--- src/sv/kpt_pkg.sv ---
// Shared types, constants and arithmetic helpers for the keyed profit/loss tally.
`default_nettype none

package kpt_pkg;

    localparam int KPT_KEYS   = 256;
    localparam int KPT_BINS   = 11;
    localparam int KPT_NSTATS = 17;
    localparam int SUM_W      = 48;
    localparam int CNT_W      = 32;
    localparam int BIN_W      = $clog2(KPT_BINS);

    localparam logic ACT_ACC  = 1'b0;
    localparam logic ACT_READ = 1'b1;

    localparam logic [4:0] STAT_COUNT = 5'd0;
    localparam logic [4:0] STAT_TOTAL = 5'd1;
    localparam logic [4:0] STAT_NPOS  = 5'd2;
    localparam logic [4:0] STAT_NNEG  = 5'd3;
    localparam logic [4:0] STAT_PSUM  = 5'd4;
    localparam logic [4:0] STAT_NSUM  = 5'd5;
    localparam logic [4:0] STAT_BIN0  = 5'd6;
    localparam logic [4:0] STAT_LAST  = 5'(KPT_NSTATS - 1);

    localparam logic [7:0] LVL_LO_MIN = 8'd1;
    localparam logic [7:0] LVL_LO_MAX = 8'd5;
    localparam logic [7:0] LVL_HI_MIN = 8'd195;
    localparam logic [7:0] LVL_HI_MAX = 8'd199;
    localparam logic [7:0] LVL_HI_OFS = 8'd190;
    localparam logic [BIN_W-1:0] BIN_OTHER = BIN_W'(KPT_BINS - 1);

    localparam logic signed [SUM_W-1:0] SUM_MAX = {1'b0, {(SUM_W-1){1'b1}}};
    localparam logic signed [SUM_W-1:0] SUM_MIN = {1'b1, {(SUM_W-1){1'b0}}};

    typedef struct packed {
        logic [CNT_W-1:0]        cnt;
        logic signed [SUM_W-1:0] total;
        logic [CNT_W-1:0]        npos;
        logic [CNT_W-1:0]        nneg;
        logic signed [SUM_W-1:0] psum;
        logic signed [SUM_W-1:0] nsum;
    } entry_t;

    typedef logic [KPT_BINS-1:0][CNT_W-1:0] bins_t;

    function automatic logic [BIN_W-1:0] level_bin(input logic [7:0] lv);
        logic [7:0] d;
        d = '0;
        if (lv >= LVL_LO_MIN && lv <= LVL_LO_MAX)
        begin
            d = lv - LVL_LO_MIN;
            return BIN_W'(d);
        end
        if (lv >= LVL_HI_MIN && lv <= LVL_HI_MAX)
        begin
            d = lv - LVL_HI_OFS;
            return BIN_W'(d);
        end
        return BIN_OTHER;
    endfunction

    function automatic logic signed [SUM_W-1:0] sat_add(
        input logic signed [SUM_W-1:0] acc,
        input logic signed [31:0]      v
    );
        logic signed [SUM_W:0] s;
        s = (SUM_W+1)'(acc) + (SUM_W+1)'(v);
        if (s[SUM_W] != s[SUM_W-1])
            return s[SUM_W] ? SUM_MIN : SUM_MAX;
        return s[SUM_W-1:0];
    endfunction

    function automatic logic [CNT_W-1:0] cnt_inc(input logic [CNT_W-1:0] c);
        return (&c) ? c : c + CNT_W'(1);
    endfunction

endpackage

`default_nettype wire

--- src/sv/kpt_update.sv ---
// Modify step of one key's entry: saturating sums, counts and level histogram bin.
`default_nettype none

module kpt_update
    import kpt_pkg::*;
(
    input  wire entry_t             old_main,
    input  wire bins_t              old_bins,
    input  wire logic signed [31:0] profit,
    input  wire logic [BIN_W-1:0]   bin,
    output entry_t                  new_main,
    output bins_t                   new_bins
);

    always_comb
    begin
        new_main       = old_main;
        new_main.cnt   = cnt_inc(old_main.cnt);
        new_main.total = sat_add(old_main.total, profit);
        if (profit > 32'sd0)
        begin
            new_main.psum = sat_add(old_main.psum, profit);
            new_main.npos = cnt_inc(old_main.npos);
        end
        else
        begin
            new_main.nsum = sat_add(old_main.nsum, profit);
            new_main.nneg = cnt_inc(old_main.nneg);
        end
    end

    always_comb
    begin
        for (int b = 0; b < KPT_BINS; b++)
        begin
            new_bins[b] = (bin == BIN_W'(b)) ? cnt_inc(old_bins[b]) : old_bins[b];
        end
    end

endmodule

`default_nettype wire
--- config.mk ---
export PLATFORM = sky130hd
export DESIGN_NAME = kpt_update
export DESIGN_NICKNAME = d
export VERILOG_FILES = /design/src/sv/kpt_pkg.sv /design/src/sv/kpt_update.sv
export SDC_FILE = /design/constraint.sdc
export NUM_CORES = 1
export LEC_CHECK = 0
export ABC_AREA = 1
export BUFFER_PORTS_ARGS = -buffer_cell sky130_fd_sc_hd__buf_2
export CORE_AREA = 2 2 480 482
export DETAILED_ROUTE_END_ITERATION = 16
export DIE_AREA = 0 0 482 484
export PLACE_DENSITY_LB_ADDON = 0.15
export SLEW_MARGIN = 20
export SYNTH_ARGS = -nofsm -noshare
export SYNTH_HDL_FRONTEND = slang
export SYNTH_SLANG_ARGS = --single-unit
--- constraint.sdc ---
create_clock -name vclk -period 4.62
set_input_delay 0.924 -clock vclk [all_inputs]
set_output_delay 0.924 -clock vclk [all_outputs]
set_load 0.01 [all_outputs]
==> results of run 1 <==
==> stage by stage <==
step / setup WS (ns) / hold WS, ns / instances / util (%) / TNS (ns)
2_1_floorplan: 0.682 / 1.93 / 5559 / - / 0
3_3_place_gp: -0.404 / 2.16 / 10000 / 17.6 / -15.38
3_5_place_dp: -0.362 / 2.16 / 10000 / 17.6 / -11.45
4_1_cts: 0.00580 / 2.16 / 10000 / 17.6 / 0
5_1_grt: -0.0333 / 2.17 / 10100 / 17.8 / -0.0394
6_report: 0.126 / 2.16 / 10100 / 17.9 / 0
==> routing by layer <==
metal	routed length (um)	vias to the layer above
li1	-	21200
met1	107000	20400
met2	105000	1559
met3	15600	272
met4	7110	76
met5	560	-
==> final cells by class <==
cell class	count	area, um^2	share of cell area (%)
inverter	748	2810	6.88
tap	3026	3790	9.27
antenna	50	125	0.307
multi-input combinational	4701	25100	61.4
timing repair buffer	1575	9050	22.2
==> cell usage in the layout (no fill, tap or decap), types with 5 or more instances in the layout <==
master	n
a21boi_0	11
a21oi_1	239
a21oi_2	46
a31oi_1	5
buf_12	16
buf_2	1216
buf_4	333
buf_6	5
diode_2	50
ha_1	147
ha_2	7
inv_1	738
inv_2	9
nand2_1	1535
nand2_2	23
nand3_1	217
nand3b_1	5
nand4_1	178
nor2_1	709
nor2_2	32
nor3_1	247
nor3_2	16
nor4_1	103
nor4_2	5
o211ai_1	5
o21a_1	11
o21ai_0	556
o21bai_1	43
or2_2	6
xnor2_1	78
xor2_1	424
==> logic make-up (layout without fill, tap and decap cells) <==
logic type,Yosys count,count (layout),synth area share [%]
xor gates and xnor gates,506,506,15.8
adders and majority gates,161,161,7.26
buffers and inverters,858,2323,12.0
and+or+nand+nor,3099,3099,47.0
muxes,1,1,0.0401
AOI/OAI and AO/OA,934,934,17.9
other,0,50,0
==> worst max-delay path by stage <==
stage | startpoint | to | slack (ns) | cells past startpoint
after global placement | profit[31] | new_main[94] | -0.40 | 17
final | old_main[48] | new_main[78] | 0.13 | 19
after floorplan | old_main[160] | new_main[167] | 0.68 | 17
after global routing | old_main[48] | new_main[78] | -0.03 | 19
after detailed placement | profit[31] | new_main[94] | -0.36 | 17
after CTS | profit[0] | new_main[33] | 0.006 | 20
==> timing repair <==
item                                   in CTS  in global routing
endpoints found under the hold margin       0                  0
setup buffers                               0                  5
setup endpoints to repair                 139                139
cloned                                      0                  4
pin swaps                                   0                  6
resized for setup                          10                 78
==> tightest hold or removal path, cell delays in order <==
cell and delay (ns):
buf_2 0.11, xor2_1 0.07, buf_2 0.13
==> power by group through the flow <==
stage	sequential, mW	clock [mW]	combinational, mW
2_1_floorplan	0	0	2.35
3_3_place_gp	0	0	4.96
3_5_place_dp	0	0	4.92
4_1_cts	0	0	4.95
5_1_grt	0	0.000000439	5.44
6_report	0	0.00000148	5.03
==> reports/summary.txt, run 1 <==
Least-Margin Pin Slew: 1.07 ns
Slew Viols, Final: 0
Hold crit path type: input pin to primary output
Switching power: 3.27 mW
First-pass GRT wire length: 322 mm
Top-count cell post-synth: nand2_1
Tmin final: 4.49 ns
Crit path required time: 3.70 ns
Die H: 484 um
Max Fclk: 0.223 GHz
Worst hold stages: 3
Initial DRC count: 3042
Critical Path, Cell by Cell: buf_2 > ha_1 > inv_1 > fa_1 > inv_2 > nand3_1 > nand2_1 > buf_4 > nand2_1 > nand2_1 > nand3_1 > nand2_2 > buf_4 > nand3_1 > nand2_1 > xor2_1 > nand2_1 > a21oi_1 > buf_2
Post-Synthesis Cell Area: 28100 um^2
Top area cells in the synthesized netlist: nand2_1 21%, xor2_1 13%, inv_1 9.9%, o21ai_0 9.9%, nor2_1 9.7%
WP data arrival: 3.57 ns
Most Frequent Cell on Critical Path: nand2_1
Crit start category: input pin
Yosys cell types: 48
GPL Wtd Cong: 0.962
Initial antenna violation count: 128
# clk buffers: 0
First drt pass iteration count: 6
Setup violators final: 0
Combinational share of power: 100.0%
Final Hold Vio Count: 0
Synth warnings: 0
PD cells: 123 nW/um^2
Mapped Cells: 5559
Final Power: 5.03 mW
Final Cell Area: 40800 um^2
Gr busiest metal: met2
Vias post-DR: 43500
Hold Crit Start: old_bins[271]
Sequential share of the synthesized area: 0%
Relative slew slack: 28.0%
Sw frac: 65.1%
CP max FO: 3
Post-DP Area: 40200 um^2
Final nets: 7815
Share of Yosys cell area claimed by the top area cell type: 20.7%
Register Area: 0 um^2
Synth Net Count: 6348
Drt via density: 4.30
Port Buf Inserts: 1220
Status: finished clean
Syn_area_per_cell: 5.05 um^2
Congestion Overflow GR: 0
Met2 track demand over resource: 30.8%
Largest net degree at the start of global routing: 47
Sequential share of power: 0%
Initial Utilization: 12.3%
Filler cells: 27400
M3 GR Usage: 3.74%
Slowest cell on crit path: fa_1
GR Layer Usage met1: 25.4%
Total Routed Length: 235 mm
Crit end category: primary output
Commonest cells post-synth: 1548 x nand2_1, 742 x inv_1, 728 x nor2_1
WL per Instance: 23.2 um
All-Layer GR Usage: 18.9%
Final sequential cell count: 0
Final ANT Viol Nets: 0
Max-cap viol count: 0
Crit Path Class: input pin to primary output
Number of global-route vias before repair: 42100
Hold path endpoint: new_bins[271]
P_int: 1.76 mW
Io pins: 1220
Worst stage delay on the critical path: 0.40 ns
VDD IR max: 0.0698 mV
Yosys top cell by area: nand2_1
Chip Width: 482 um
Clock share of power: 0%
Row cnt: 176
Area Overhead vs Synth: 45.5%
Static leakage: 19.8 nW
Die area: 233000 um^2
Detailed placement HPWL: 215 mm
Core Box Area: 229000 um^2
Post-CTS Hold Buffers: 0
DRC errors left: 0
Share of cells above drive strength 1: 24.9%
Crit share post-route: 97.3%
CP delay by family, top: simple AND/OR/NAND/NOR gates
Critical path buffers and inverters: 6
Note: power is estimated with default switching activity, not from simulation.
==> run 2, diff against run 1 <==
Settings changed: CELL_PAD_IN_SITES_DETAIL_PLACEMENT from default to 1, CELL_PAD_IN_SITES_GLOBAL_PLACEMENT from default to 1, CORE_AREA 2 2 480 482 to 2 2 479 481, DIE_AREA 0 0 482 484 to 0 0 481 483.
==> reports/summary.txt, run 2 (synthesized netlist as in run 1, its figures left out) <==
Status: finished clean
Largest net degree at the start of global routing: 48 (+2.1%)
RSZ-0062 raised after global routing: yes
Row cnt: 175 (-0.57%)
Crit start category: input pin
TNS Setup: 0 ns (unchanged)
Max Fclk: 0.221 GHz (-0.80%)
Chip Width: 481 um (-0.21%)
Static leakage: 20.1 nW (+1.6%)
Initial Utilization: 12.4% (+0.094 points)
Commonest non-fill, non-tap cell in the layout: nand2_1
Sequential share of power: 0% (unchanged)
First drt pass iteration count: 7 (+1)
Final nets: 7861 (+0.59%)
Slew Viols, Final: 0 (unchanged)
All-Layer GR Usage: 20.0% (+1.1 points)
Relative slew slack: 35.5% (+7.5 points)
Number of global-route vias before repair: 45300 (+7.4%)
P_int: 1.92 mW (+9.2%)
Register Area: 0 um^2 (unchanged)
Clock share of power: 0% (unchanged)
Least-Margin Pin Slew: 0.960 ns (-0.109 ns)
Core Box Area: 227000 um^2 (-0.76%)
WL per Instance: 24.1 um (+3.8%)
CP max FO: 13 (+10)
Die H: 483 um (-0.21%)
Detailed placement HPWL: 224 mm (+4.2%)
Crit end category: primary output
Setup violators final: 0 (unchanged)
Area Overhead vs Synth: 49.0%
Initial antenna violation count: 113 (-12%)
Max-cap viol count: 0 (unchanged)
Filler cells: 29300 (+6.9%)
Switching power: 3.44 mW (+5.0%)
GPL Wtd Cong: 0.937 (-2.6%)
Hold crit path type: input pin to primary output
Final Power: 5.36 mW (+6.5%)
Drt via density: 4.29 (-0.24%)
Io pins: 1220 (unchanged)
Final ANT Viol Nets: 0 (unchanged)
Final sequential cell count: 0 (unchanged)
Crit path required time: 3.70 ns (about the same)
DRC errors left: 0 (unchanged)
Total Routed Length: 244 mm (+3.9%)
Final Hold Vio Count: 0 (unchanged)
Tmin final: 4.53 ns (+0.0362 ns)
Share of cells above drive strength 1: 26.2% (+1.4 points)
Congestion Overflow GR: 0 (unchanged)
Crit Path Class: input pin to primary output
First-pass GRT wire length: 341 mm (+6.1%)
# clk buffers: 0 (unchanged)
Die area: 232000 um^2 (-0.41%)
VDD IR max: 0.0452 mV (-35%)
Port Buf Inserts: 1220 (unchanged)
WP data arrival: 3.61 ns (+0.04 ns)
Vias post-DR: 43400 (-0.14%)
Most frequent cells in the layout: 1520 x nand2_1, 1202 x buf_2, 740 x inv_1
Crit share post-route: 98.1% (+0.78 points)
Area of the multi-input gates: 25600 um^2 (+2.0%)
Initial DRC count: 2113 (-31%)
PD cells: 128 nW/um^2 (+4.0%)
Combinational share of power: 100.0% (about the same)
Sw frac: 64.2% (-0.90 points)
## run 2: cell count changes in the layout (fill, tap and decap cells not counted), sizes merged
cell,previous run,this run
buf,1570,1614
diode,50,32
clkbuf,5,7
## run 2: layout make-up
cell class / instances / share of cell area, %
tap: 3009 / 9.01
antenna: 32 / 0.192
timing repair buffer: 1621 / 22.9
inverter: 748 / 6.72
multi-input combinational: 4701 / 61.1
## run 2: power groups by stage
stage	Sequential [mW]	Clock [mW]	Combinational [mW]
floorplan	0	0	2.35
global placement	0	0	5.22
detailed placement	0	0	5.22
CTS	0	0	5.30
global route	0	0.000000261	5.84
finish	0	0.000000911	5.36
## run 2: final timing paths
check	start	to	slack, ns	depth (start not counted)
setup / recovery	profit[31]	new_main[64]	0.09	19
hold / removal	old_bins[264]	new_bins[264]	2.15	3
## run 2: what timing repair did
| item | CTS | global route |
|---|---|---|
| setup endpoints to repair | 126 | 131 |
| cloned | 0 | 2 |
| setup buffers | 3 | 6 |
| hold buffers | 0 | 0 |
| gates resized for setup | 49 | 155 |
| pin swaps | 2 | 7 |
## run 2: critical path: stages
cell,delay (ns)
buf_2,0.13
buf_12,0.16
clkbuf_16,0.20
ha_4,0.30
nand2_1,0.09
nor2_2,0.15
inv_1,0.09
nor2_4,0.12
nand2_1,0.08
nor2_2,0.12
nand2_2,0.11
nand4_1,0.10
nand2_1,0.07
nand2_2,0.14
buf_12,0.14
buf_12,0.13
nand2_1,0.09
a21oi_4,0.26
buf_6,0.14
## run 2: routing by layer
layer | routed length, um | vias to the layer above | global-route usage [%]
li1 | - | 21200 | -
met1 | 108000 | 20700 | 25.6
met2 | 117000 | 1126 | 35.3
met3 | 13300 | 224 | 3.39
met4 | 4920 | 70 | 2.66
met5 | 437 | - | 0
## run 2: stage by stage
step	utilization [%]	instance area [um^2]	std cells	setup slack (ns)	hold WS, ns
6_report	18.4	41800	10100	0.0895	2.15
5_1_grt	18.4	41700	10100	-0.0842	2.17
4_1_cts	18.0	40900	10100	-0.0309	2.15
3_5_place_dp	17.9	40700	10100	-0.414	2.15
3_3_place_gp	17.9	40700	10100	-0.366	2.15
2_1_floorplan	-	28100	5559	0.682	1.93
==> run 3, diff against run 2 <==
Settings changed: CORE_AREA 2 2 479 481 to 4 4 467 469, DIE_AREA 0 0 481 483 to 0 0 471 473, RECOVER_POWER from default to 50.
==> reports/summary.txt, run 3 (synthesized netlist as in run 1, its figures left out) <==
Die area: 223000 um^2 (-4.1%)
Hold crit path type: input pin to primary output
CP delay by family, top: simple AND/OR/NAND/NOR gates
GR Layer Usage met1: 25.2% (-0.44 points)
Max Fclk: 0.223 GHz (+1.1%)
Gr busiest metal: met2
Number of global-route vias before repair: 45500 (+0.53%)
WP data arrival: 3.56 ns (-0.05 ns)
Final Cell Area: 41500 um^2 (-0.67%)
Placed cells: 9957 (-1.1%)
Port Buf Inserts: 1220 (unchanged)
Detailed placement HPWL: 231 mm (+3.2%)
Total Routed Length: 251 mm (+2.9%)
Congestion Overflow GR: 0 (unchanged)
Largest net degree at the start of global routing: 48 (unchanged)
Crit start category: input pin
Initial antenna violation count: 137 (+21%)
DRC errors left: 0 (unchanged)
Crit share post-route: 97.0% (-1.1 points)
Drt via density: 4.35 (+1.4%)
Crit end category: primary output
Setup violators final: 0 (unchanged)
CP max FO: 4 (-9)
First drt pass iteration count: 5 (-2)
All-Layer GR Usage: 21.2% (+1.2 points)
Core Box Area: 214000 um^2 (-5.7%)
Post-DP Area: 40900 um^2 (+0.47%)
Final Core Density: 19.4% (+0.98 points)
Met2 track demand over resource: 38.3% (+3.0 points)
Critical Path, Cell by Cell: clkbuf_4 > buf_12 > ha_2 > inv_1 > fa_2 > inv_2 > nand3_1 > nand2_2 > nand2_1 > nand2_1 > a21oi_1 > buf_4 > buf_4 > inv_1 > nand3_1 > nand4_1 > nand3_1 > a21oi_1 > buf_2
# clk buffers: 0 (unchanged)
Crit Path Class: input pin to primary output
Worst stage delay on the critical path: 0.34 ns (+0.04 ns)
Share of cells above drive strength 1: 23.2% (-3.0 points)
Max-cap viol count: 0 (unchanged)
Chip Width: 471 um (-2.1%)
Initial DRC count: 2217 (+4.9%)
Final Power: 5.37 mW (+0.21%)
Most frequent cells in the layout: 1526 x nand2_1, 973 x buf_2, 743 x inv_1
Static leakage: 19.7 nW (-2.0%)
WL per Instance: 25.1 um (+3.9%)
Relative slew slack: 41.1% (+5.6 points)
Commonest non-fill, non-tap cell in the layout: nand2_1
Final sequential cell count: 0 (unchanged)
Die H: 473 um (-2.1%)
RSZ-0062 raised after global routing: yes
Vias post-DR: 43600 (+0.47%)
Finished Layout Cells: 10000 (-0.96%)
Least-Margin Pin Slew: 0.884 ns (-0.0759 ns)
First-pass GRT wire length: 344 mm (+0.88%)
Critical path buffers and inverters: 8 (+1)
Final Hold Vio Count: 0 (unchanged)
Final ANT Viol Nets: 0 (unchanged)
Most Frequent Cell on Critical Path: nand3_1
TNS Setup: 0 ns (unchanged)
Final nets: 7925 (+0.81%)
Area Overhead vs Synth: 48.0%
Initial Utilization: 13.1% (+0.74 points)
VDD IR max: 0.0565 mV (+25%)
Crit path required time: 3.70 ns (about the same)
Status: finished clean
Slowest cell on crit path: fa_2
Register Area: 0 um^2 (unchanged)
PD cells: 129 nW/um^2 (+0.89%)
M3 GR Usage: 4.72% (+1.3 points)
Slew Viols, Final: 0 (unchanged)
Io pins: 1220 (unchanged)
GPL Wtd Cong: 0.971 (+3.5%)
Row cnt: 170 (-2.9%)
Tmin final: 4.48 ns (-0.0495 ns)
Post-CTS Hold Buffers: 0 (unchanged)
[run 3: changes by cell type in the layout (fill, tap and decap cells not counted), moves of 7 or more]
cell      previous run  this run
nand2_2             38        29
ha_4                29        22
buf_4              376       419
a21oi_1            225       233
diode_2             32        42
clkbuf_2             0        23
o21ai_0            545       554
nor2_1             702       709
buf_2             1202       973
ha_2                 4        15
clkbuf_1             0       232
[run 3: layer usage]
| metal | vias to the layer above | routed length [um] |
|---|---|---|
| met4 | 78 | 8110 |
| met1 | 20700 | 105000 |
| met5 | - | 487 |
| met2 | 1119 | 123000 |
| met3 | 314 | 15000 |
| li1 | 21400 | - |
[run 3: final cells by class]
class / instances / area (um^2)
inverter: 748 / 2810
fill: 27900 / 172000
antenna: 42 / 105
timing repair buffer: 1684 / 9670
multi-input combinational: 4702 / 25400
tap: 2838 / 3550
[run 3: worst paths after layout]
kind | startpoint | endpoint | depth (start not counted)
max | profit[0] | new_main[42] | 19
min | old_bins[269] | new_bins[269] | 3
[run 3: through the flow]
stage | setup slack, ns | hold WS, ns
2_1_floorplan | 0.682 | 1.93
3_3_place_gp | -0.353 | 2.15
4_1_cts | -0.0578 | 2.16
5_1_grt | -0.0180 | 2.17
3_5_place_dp | -0.368 | 2.15
6_report | 0.139 | 2.15
[run 3: power breakdown]
| group | internal, mW | switching, mW |
|---|---|---|
| Sequential | 0 | 0 |
| Combinational | 1.91 | 3.46 |
| Clock | 0.00000105 | 0 |
| Total | 1.91 | 3.46 |
[run 3: timing repair]
| item | 4_1_cts | 5_1_grt |
|---|---|---|
| gates cloned | 0 | 5 |
| setup endpoints to repair | 89 | 142 |
| pin swaps | 2 | 14 |
| resized for setup | 25 | 144 |
| buffers inserted | 0 | 10 |
[run 3: tightest hold or removal path, stage by stage]
cell,delay (ns)
buf_2,0.11
xor2_1,0.07
clkbuf_1,0.12
